`src/sv/hsps_pkg.sv`:
```
// ----------------------------------------------------------------------------
// Horn signal pattern sequencer package
// Shared types, codes, defaults and the built-in blast pattern table.
// ----------------------------------------------------------------------------
package hsps_pkg;

	localparam int unsigned ELAPSED_W = 20;
	localparam int unsigned CFG_DW    = 20;
	localparam int unsigned CFG_AW    = 3;

	localparam logic [ELAPSED_W-1:0] ELAPSED_MAX  = '1;
	localparam logic [ELAPSED_W-1:0] MORSE_GAP_MS = ELAPSED_W'(200);

	localparam logic [3:0] SOUND_NONE = 4'd0;
	localparam logic [3:0] SOUND_SOS  = 4'd1;
	localparam logic [3:0] SOUND_FOG  = 4'd2;
	localparam logic [3:0] SOUND_STBD = 4'd3;
	localparam logic [3:0] SOUND_PORT = 4'd4;
	localparam logic [3:0] SOUND_ASTN = 4'd5;
	localparam logic [3:0] SOUND_DNGR = 4'd6;
	localparam logic [3:0] SOUND_OTKS = 4'd7;
	localparam logic [3:0] SOUND_OTKP = 4'd8;
	localparam logic [3:0] SOUND_OTKC = 4'd9;
	localparam logic [3:0] SOUND_OTKD = 4'd10;
	localparam logic [3:0] SOUND_LAST = 4'd11;

	localparam logic [3:0] MAX_ELEMS = 4'd9;

	// register indexes
	localparam logic [CFG_AW-1:0] REG_START_DELAY = 3'd0;
	localparam logic [CFG_AW-1:0] REG_SHORT_BLAST = 3'd1;
	localparam logic [CFG_AW-1:0] REG_LONG_BLAST  = 3'd2;
	localparam logic [CFG_AW-1:0] REG_BLAST_GAP   = 3'd3;
	localparam logic [CFG_AW-1:0] REG_MORSE_DOT   = 3'd4;
	localparam logic [CFG_AW-1:0] REG_MORSE_DASH  = 3'd5;
	localparam logic [CFG_AW-1:0] REG_FOG_REPEAT  = 3'd6;
	localparam logic [CFG_AW-1:0] REG_SOS_REPEAT  = 3'd7;

	typedef enum logic [2:0] {
		PH_IDLE   = 3'd0,
		PH_DELAY  = 3'd1,
		PH_BLAST  = 3'd2,
		PH_GAP    = 3'd3,
		PH_REPEAT = 3'd4
	} phase_t;

	typedef enum logic [1:0] {
		EL_SHORT = 2'd0,
		EL_LONG  = 2'd1,
		EL_DOT   = 2'd2,
		EL_DASH  = 2'd3
	} elem_t;

	typedef struct packed {
		logic       command;
		logic [3:0] sound_type;
	} in_t;

	typedef struct packed {
		logic       horn_on;
		logic       playing;
		logic [2:0] phase;
		logic [3:0] blast_number;
		logic [3:0] active_sound;
	} out_t;

	typedef struct packed {
		logic [15:0] start_delay_ms;
		logic [15:0] short_blast_ms;
		logic [15:0] long_blast_ms;
		logic [15:0] blast_gap_ms;
		logic [15:0] morse_dot_ms;
		logic [15:0] morse_dash_ms;
		logic [19:0] fog_repeat_ms;
		logic [19:0] sos_repeat_ms;
	} cfg_t;

	localparam logic [15:0] RST_START_DELAY = 16'd0;
	localparam logic [15:0] RST_SHORT_BLAST = 16'd1000;
	localparam logic [15:0] RST_LONG_BLAST  = 16'd4000;
	localparam logic [15:0] RST_BLAST_GAP   = 16'd1000;
	localparam logic [15:0] RST_MORSE_DOT   = 16'd200;
	localparam logic [15:0] RST_MORSE_DASH  = 16'd600;
	localparam logic [19:0] RST_FOG_REPEAT  = 20'd120000;
	localparam logic [19:0] RST_SOS_REPEAT  = 20'd10000;

	// number of blasts in a pattern; 0 for none and unknown codes
	function automatic logic [3:0] pat_count(input logic [3:0] snd);
		logic [3:0] n;
		unique case (snd)
			SOUND_SOS:  n = MAX_ELEMS;
			SOUND_FOG:  n = 4'd1;
			SOUND_STBD: n = 4'd1;
			SOUND_PORT: n = 4'd2;
			SOUND_ASTN: n = 4'd3;
			SOUND_DNGR: n = 4'd5;
			SOUND_OTKS: n = 4'd3;
			SOUND_OTKP: n = 4'd4;
			SOUND_OTKC: n = 4'd4;
			SOUND_OTKD: n = 4'd5;
			SOUND_LAST: n = 4'd1;
			default:    n = 4'd0;
		endcase
		return n;
	endfunction

	// element kind of blast idx in a pattern (valid only for idx < count)
	function automatic elem_t pat_elem(input logic [3:0] snd, input logic [3:0] idx);
		elem_t e;
		unique case (snd)
			SOUND_SOS:  e = (idx >= 4'd3 && idx <= 4'd5) ? EL_DASH : EL_DOT;
			SOUND_FOG:  e = EL_LONG;
			SOUND_OTKS,
			SOUND_OTKP: e = (idx < 4'd2) ? EL_LONG : EL_SHORT;
			SOUND_OTKC: e = (idx == 4'd0 || idx == 4'd2) ? EL_LONG : EL_SHORT;
			default:    e = EL_SHORT;
		endcase
		return e;
	endfunction

endpackage

```
`src/sv/hsps_cfg.sv`:
```
// ----------------------------------------------------------------------------
// Horn sequencer configuration registers
// Timing registers with reset defaults, written through a plain write port.
// ----------------------------------------------------------------------------
module hsps_cfg import hsps_pkg::*; (
	input  logic              clk,
	input  logic              arst_n,
	input  logic              cfg_we,
	input  logic [CFG_AW-1:0] cfg_addr,
	input  logic [CFG_DW-1:0] cfg_wdata,
	output cfg_t              cfg
);

	cfg_t cfg_q;

	always_ff @(posedge clk or negedge arst_n) begin
		if (!arst_n) begin
			cfg_q.start_delay_ms <= RST_START_DELAY;
			cfg_q.short_blast_ms <= RST_SHORT_BLAST;
			cfg_q.long_blast_ms  <= RST_LONG_BLAST;
			cfg_q.blast_gap_ms   <= RST_BLAST_GAP;
			cfg_q.morse_dot_ms   <= RST_MORSE_DOT;
			cfg_q.morse_dash_ms  <= RST_MORSE_DASH;
			cfg_q.fog_repeat_ms  <= RST_FOG_REPEAT;
			cfg_q.sos_repeat_ms  <= RST_SOS_REPEAT;
		end else if (cfg_we) begin
			unique case (cfg_addr)
				REG_START_DELAY: cfg_q.start_delay_ms <= cfg_wdata[15:0];
				REG_SHORT_BLAST: cfg_q.short_blast_ms <= cfg_wdata[15:0];
				REG_LONG_BLAST:  cfg_q.long_blast_ms  <= cfg_wdata[15:0];
				REG_BLAST_GAP:   cfg_q.blast_gap_ms   <= cfg_wdata[15:0];
				REG_MORSE_DOT:   cfg_q.morse_dot_ms   <= cfg_wdata[15:0];
				REG_MORSE_DASH:  cfg_q.morse_dash_ms  <= cfg_wdata[15:0];
				REG_FOG_REPEAT:  cfg_q.fog_repeat_ms  <= cfg_wdata[19:0];
				REG_SOS_REPEAT:  cfg_q.sos_repeat_ms  <= cfg_wdata[19:0];
				default: ;
			endcase
		end
	end

	assign cfg = cfg_q;

endmodule

```
`src/sv/hsps_seq.sv`:
```
// ----------------------------------------------------------------------------
// Horn sequencer state and step logic
// Holds the pattern state and computes the state after one tick or request.
// ----------------------------------------------------------------------------
module hsps_seq import hsps_pkg::*; (
	input  logic clk,
	input  logic arst_n,
	input  logic step,
	input  in_t  item,
	input  cfg_t cfg,
	output out_t result
);

	phase_t                 phase_q, phase_d;
	logic [3:0]             sound_q, sound_d;
	logic [3:0]             idx_q, idx_d;
	logic [ELAPSED_W-1:0]   el_q, el_d;
	logic                   horn_q, horn_d;

	logic [3:0]             cnt;
	logic [3:0]             idx_inc;
	logic [ELAPSED_W-1:0]   el_inc;
	logic [ELAPSED_W-1:0]   gap;
	logic [ELAPSED_W-1:0]   rep;
	logic [ELAPSED_W-1:0]   dur;
	logic [15:0]            elem_len;
	logic                   known;

	always_ff @(posedge clk or negedge arst_n) begin
		if (!arst_n) begin
			phase_q <= PH_IDLE;
			sound_q <= SOUND_NONE;
			idx_q   <= '0;
			el_q    <= '0;
			horn_q  <= 1'b0;
		end else if (step) begin
			phase_q <= phase_d;
			sound_q <= sound_d;
			idx_q   <= idx_d;
			el_q    <= el_d;
			horn_q  <= horn_d;
		end
	end

	always_comb begin
		cnt     = pat_count(sound_q);
		idx_inc = idx_q + 4'd1;
		el_inc  = (el_q == ELAPSED_MAX) ? el_q : el_q + ELAPSED_W'(1);
		gap     = (sound_q == SOUND_SOS) ? MORSE_GAP_MS : ELAPSED_W'(cfg.blast_gap_ms);
		unique case (sound_q)
			SOUND_SOS: rep = cfg.sos_repeat_ms;
			SOUND_FOG: rep = cfg.fog_repeat_ms;
			default:   rep = '0;
		endcase
		unique case (pat_elem(sound_q, idx_q))
			EL_SHORT: elem_len = cfg.short_blast_ms;
			EL_LONG:  elem_len = cfg.long_blast_ms;
			EL_DOT:   elem_len = cfg.morse_dot_ms;
			EL_DASH:  elem_len = cfg.morse_dash_ms;
		endcase
		dur   = (idx_q < cnt) ? ELAPSED_W'(elem_len) : '0;
		known = (item.sound_type != SOUND_NONE) && (item.sound_type <= SOUND_LAST);

		phase_d = phase_q;
		sound_d = sound_q;
		idx_d   = idx_q;
		el_d    = el_q;
		horn_d  = horn_q;

		if (item.command) begin
			// play request: stop, then start unless none or unknown
			horn_d  = 1'b0;
			idx_d   = '0;
			el_d    = '0;
			sound_d = item.sound_type;
			phase_d = known ? PH_DELAY : PH_IDLE;
		end else if (phase_q != PH_IDLE && sound_q != SOUND_NONE && sound_q <= SOUND_LAST) begin
			el_d = el_inc;
			unique case (phase_q)
				PH_DELAY: begin
					if (el_inc >= ELAPSED_W'(cfg.start_delay_ms)) begin
						phase_d = PH_BLAST;
						el_d    = '0;
						horn_d  = 1'b1;
					end
				end
				PH_BLAST: begin
					if (el_inc >= dur) begin
						horn_d = 1'b0;
						idx_d  = idx_inc;
						el_d   = '0;
						if (idx_inc >= cnt) begin
							if (rep != '0) begin
								phase_d = PH_REPEAT;
							end else begin
								phase_d = PH_IDLE;
								idx_d   = '0;
								sound_d = SOUND_NONE;
							end
						end else begin
							phase_d = PH_GAP;
						end
					end
				end
				PH_GAP: begin
					if (el_inc >= gap) begin
						phase_d = PH_BLAST;
						el_d    = '0;
						horn_d  = 1'b1;
					end
				end
				PH_REPEAT: begin
					if (el_inc >= rep) begin
						phase_d = PH_BLAST;
						idx_d   = '0;
						el_d    = '0;
						horn_d  = 1'b1;
					end
				end
				default: begin
					phase_d = PH_IDLE;
					sound_d = SOUND_NONE;
					idx_d   = '0;
					el_d    = '0;
					horn_d  = 1'b0;
				end
			endcase
		end

		result.horn_on      = horn_d;
		result.playing      = (phase_d != PH_IDLE);
		result.phase        = phase_d;
		result.blast_number = idx_d;
		result.active_sound = sound_d;
	end

endmodule

```
`src/sv/horn_signal_pattern_sequencer.sv`:
```
// ----------------------------------------------------------------------------
// Horn signal pattern sequencer
// Steps maritime horn blast patterns on millisecond ticks and play requests.
// ----------------------------------------------------------------------------
// An input transaction passes the input register, then the result register,
// before out_valid rises for its result.
// Throughput: one transaction per cycle unless a stalled result holds the
// output; pattern state updates in the same cycle the input register drains.
// Reset: pattern state goes idle with the horn off; timing registers load
// their defaults. No clearing pass.
module horn_signal_pattern_sequencer import hsps_pkg::*; (
	input  logic              clk,
	input  logic              arst_n,
	input  logic              in_valid,
	output logic              in_stall,
	input  in_t               in_data,
	output logic              out_valid,
	input  logic              out_stall,
	output out_t              out_data,
	input  logic              cfg_we,
	input  logic [CFG_AW-1:0] cfg_addr,
	input  logic [CFG_DW-1:0] cfg_wdata
);

	cfg_t  cfg;
	logic  valid_s1;
	in_t   item_s1;
	logic  valid_s2;
	out_t  res_s2;
	out_t  result;
	logic  adv;
	logic  in_acc;

	assign adv      = valid_s1 && (!valid_s2 || !out_stall);
	assign in_stall = valid_s1 && !adv;
	assign in_acc   = in_valid && !in_stall;

	hsps_cfg u_cfg (
		.clk       (clk),
		.arst_n    (arst_n),
		.cfg_we    (cfg_we),
		.cfg_addr  (cfg_addr),
		.cfg_wdata (cfg_wdata),
		.cfg       (cfg)
	);

	hsps_seq u_seq (
		.clk    (clk),
		.arst_n (arst_n),
		.step   (adv),
		.item   (item_s1),
		.cfg    (cfg),
		.result (result)
	);

	always_ff @(posedge clk or negedge arst_n) begin
		if (!arst_n) begin
			valid_s1 <= 1'b0;
		end else if (in_acc) begin
			valid_s1 <= 1'b1;
		end else if (adv) begin
			valid_s1 <= 1'b0;
		end
	end

	always_ff @(posedge clk) begin
		if (in_acc) begin
			item_s1 <= in_data;
		end
	end

	always_ff @(posedge clk or negedge arst_n) begin
		if (!arst_n) begin
			valid_s2 <= 1'b0;
		end else if (adv) begin
			valid_s2 <= 1'b1;
		end else if (!out_stall) begin
			valid_s2 <= 1'b0;
		end
	end

	always_ff @(posedge clk) begin
		if (adv) begin
			res_s2 <= result;
		end
	end

	assign out_valid = valid_s2;
	assign out_data  = res_s2;

	// horn only sounds inside a blast
	a_horn_in_blast: assert property (@(posedge clk) disable iff (!arst_n)
		valid_s2 && res_s2.horn_on |-> res_s2.phase == PH_BLAST)
		else $error("horn on outside blast phase");

	a_playing_phase: assert property (@(posedge clk) disable iff (!arst_n)
		valid_s2 |-> res_s2.playing == (res_s2.phase != PH_IDLE))
		else $error("playing flag disagrees with phase");

	a_playing_sound: assert property (@(posedge clk) disable iff (!arst_n)
		valid_s2 && res_s2.playing |->
			res_s2.active_sound != SOUND_NONE && res_s2.active_sound <= SOUND_LAST)
		else $error("active pattern with unknown sound");

	a_blast_range: assert property (@(posedge clk) disable iff (!arst_n)
		valid_s2 |-> res_s2.blast_number <= MAX_ELEMS)
		else $error("blast number past pattern length");

	// a held result must not be overwritten
	a_no_overrun: assert property (@(posedge clk) disable iff (!arst_n)
		valid_s2 && out_stall |=> valid_s2 && $stable(res_s2))
		else $error("stalled result changed");

endmodule

```
`config.mk`:
```
export PLATFORM = sky130hd
export DESIGN_NAME = horn_signal_pattern_sequencer
export DESIGN_NICKNAME = d
export VERILOG_FILES = /design/src/sv/hsps_pkg.sv /design/src/sv/hsps_cfg.sv /design/src/sv/hsps_seq.sv /design/src/sv/horn_signal_pattern_sequencer.sv
export SDC_FILE = /design/constraint.sdc
export NUM_CORES = 1
export LEC_CHECK = 0
export BUFFER_PORTS_ARGS = -buffer_cell sky130_fd_sc_hd__buf_2
export CAP_MARGIN = 15
export CORE_MARGIN = 4
export CORE_UTILIZATION = 26
export DETAILED_ROUTE_END_ITERATION = 16
export PLACE_DENSITY = 0.44
export REMOVE_ABC_BUFFERS = 1
export SYNTH_ARGS = -nofsm -noshare
export SYNTH_HDL_FRONTEND = slang
export SYNTH_SLANG_ARGS = --single-unit
```
`constraint.sdc`:
```
create_clock -name clk -period 4 [get_ports clk]
set_input_delay 0.2 -clock clk [delete_from_list [all_inputs] [get_ports clk]]
set_output_delay 0.2 -clock clk [all_outputs]
set_load 0.01 [all_outputs]
```
==> reports/metrics.csv <==
metric,value,unit
cts_buffers,17,
fin_skew,0.01208,ns
ctsLongestPathBuffers,2,
crit_type,register to register,
worstPathMaxFanout,7,
vias,8119,
drt_drc_violations_left,0,
timing.final.ws_setup,-0.08450,ns
relSlewSlack,0.3149,
hold_slack,0.03072,ns
vias_per_cell,4.856,
synth_xor_area_frac,0.009029,
antenna_found_initial,0,
synth_warnings,0,
synth_top_family_by_area,multiplexers,
area_delta_synth_final,31.19,%
grt-busiest-layer,met2,
drive_gt1_frac,0.4394,
ys_types,71,
drt-initial-drc-count,394,
cts_tree,built,
critPathArrivalTime,4.28,ns
placementRows,73,
start_util,0.2655,
syn_avg_cell_area,11.10,sq um
post_drt_wl_per_cell,18.34,microns
grt_pass1_wl,48080,microns
placement.cell_area,0.01223,sq mm
met3_usage,0.02515,
tightest_slew,1.022,ns
grt_use_met2,0.2168,
synth_ff_type,dfrtp_1,
die_h,210.6,microns
status,finished with violations,
root_buffer,clkbuf_16,
synthMuxAreaShare,0.1597,
gr-usage-met1,0.1987,
first_pass_iters,6,
rsz0062_at_grt,yes,
fmax,244.8,MHz
ys_ff_latch,188,
syn_area,0.01067,sq mm
final_cell_mix,"dfrtp_1 (131), mux2_2 (121), buf_4 (116)",
ir_drop,272.4,uV
dpl.hpwl,21390,microns
period_share,1.021,
violations,negative setup slack,
ios,48,
synth_fa_ha_area_frac,0.09498,
final_common_cell,dfrtp_1,
synth-compound-area-share,0.1329,
place.gp.congestion,0.8344,
ant_nets,0,
syn_inst,961,
hp-class,input port to register,
fin_nets,1248,
max-cap-violations,0,
grt_pass1_vias,8326,
finalSetupViolations,30,
insertion_delay,0.46,ns
hold_viol,0,
antenna_cells,0,
cts.sinks,188,
async_reset_ff_frac,0.9043,
final-max-slew-violation-count,0,
wl,30660,microns
groute.usage.overall,0.1376,
die_w,210.6,microns
min_period,4.084,ns
cp.required,4.20,ns
setup.worst_path.start_class,register,
seq_area_frac_synth,0.4537,
synth_edf_count,18,
p_per_area,529.1,mW/mm^2
dieArea,0.04434,sq mm
cts.htree.levels,4,
end_kind,register,
gr-total-overflow,0,
p_leak,6.077,nW
synthSimpleGateAreaFrac,0.1177,
grt_max_degree,94,
core_area,0.04019,sq mm
clk_pin_slew,0.07,ns
io_buffers,47,
final_cell_area,0.01400,sq mm
==> cells by family after synthesis <==
family                     after synthesis
DFF                                    188
and+or+nand+nor                        244
AOI/OAI and AO/OA                      202
muxes                                  155
xor gates and xnor gates                11
adders and majority gates               81
buffers and inverters                   80
==> final cells by class <==
type	instances	area, sq um
tap	525	656.9
multi-input combinational	694	6076
timing repair buffer	201	1665
fill	4080	26190
clock inverter	14	197.7
clock buffer	18	439.2
sequential	188	4843
inverter	32	120.1
==> critical path, stage by stage (launching register included) <==
cell      delay (ns)
dfrtp_2         0.46
nor3b_4         0.17
buf_4           0.13
o21ai_2         0.04
o211ai_1        0.09
a221oi_1        0.27
a21oi_1         0.09
a21o_4          0.28
buf_12          0.16
mux2i_1         0.11
o22a_1          0.24
ha_1            0.32
and3_4          0.20
and2_4          0.14
a311oi_4        0.29
o21ai_4         0.13
or2_4           0.29
nand4_1         0.12
nand3_2         0.11
nand4b_1        0.18
==> worst paths after layout <==
check | from | to | slack [ns] | cells after the start
setup / recovery | u_seq.sound_q[3]$_DFFE_PN0P_ | out_data[11]$_DFFE_PP_ | -0.08 | 19
hold / removal | out_stall | out_valid$_DFFE_PN0P_ | 0.03 | 3
setup reg to reg | u_seq.sound_q[3]$_DFFE_PN0P_ | out_data[11]$_DFFE_PP_ | -0.08 | 19
hold reg to reg | u_cfg.cfg[72]$_DFFE_PN0P_ | u_cfg.cfg[72]$_DFFE_PN0P_ | 0.51 | 1
max in group asynchronous | arst_n | u_cfg.cfg[93]$_DFFE_PN1P_ | 2.63 | 3
min in group asynchronous | arst_n | valid_s1$_DFFE_PN0P_ | 0.33 | 2
==> per-layer routing <==
layer | routed length [microns] | vias to the layer above
met3 | 926 | 15
met4 | 308 | 0
li1 | - | 3906
met2 | 14190 | 119
met5 | 0 | -
met1 | 15240 | 4079
==> synthesized netlist by cell type, drive strengths merged (4+ instances only) <==
master | count | area share
o22a | 15 | 0.012
dfrtp | 133 | 0.31
nor3b | 7 | 0.0054
a22o | 11 | 0.0090
mux2 | 122 | 0.13
xnor2 | 6 | 0.0049
a211oi | 4 | 0.0028
or2 | 8 | 0.0047
ha | 81 | 0.095
and3 | 10 | 0.0059
nand4b | 4 | 0.0033
clkbuf | 31 | 0.011
nand2b | 13 | 0.0076
nand4 | 14 | 0.0088
nand3 | 21 | 0.0098
nand2 | 81 | 0.028
o21ai | 45 | 0.022
xor2 | 5 | 0.0041
o21a | 6 | 0.0042
nor2 | 38 | 0.014
nor3 | 15 | 0.0075
o22ai | 4 | 0.0023
and2 | 8 | 0.0047
buf | 17 | 0.0097
mux2i | 33 | 0.031
a32o | 11 | 0.010
a21oi | 39 | 0.019
edfxtp | 18 | 0.051
dfstp | 37 | 0.091
a22oi | 21 | 0.015
nor4 | 12 | 0.0084
nor2b | 8 | 0.0047
a31oi | 5 | 0.0029
a21o | 9 | 0.0063
inv | 32 | 0.011
o211ai | 10 | 0.0070
==> state kept, by name (all words and copies together), names as in the netlist <==
signal         cells
u_cfg.cfg        136
u_seq.idx_q        4
out_data          13
out_valid          1
u_seq.horn_q       1
item_s1            5
u_seq.phase_q      3
u_seq.el_q        20
u_seq.sound_q      4
valid_s1           1
==> metrics by stage <==
stage	TNS [ns]	setup WS (ns)	power [mW]	cells	util
global route	-7.215	-0.2561	7.847	1672	0.3483
finish	-0.7236	-0.08450	7.406	1672	0.3483
detailed placement	-17.05	-0.5524	4.887	1591	0.3043
floorplan	-33.49	-0.8655	3.960	913	-
global placement	-16.16	-0.5461	4.869	1591	0.3043
CTS	-0.2382	-0.05240	7.129	1650	0.3355
==> power by group <==
group          leakage, nW  internal (mW)  switching [mW]
Clock                0.311           1.03           0.846
Sequential            2.21           2.35           0.233
Combinational         3.55           1.48            1.47
==> repair_timing <==
| action | in CTS | in global routing |
|---|---|---|
| hold buffers | 11 | 0 |
| gates resized for setup | 75 | 65 |
| pin swaps | 54 | 70 |
| setup buffers | 12 | 18 |
| setup endpoints to repair | 45 | 45 |
| hold endpoints to repair | 78 | 0 |
| cloned | 4 | 2 |
No activity file was read; power rests on OpenSTA's default activity.
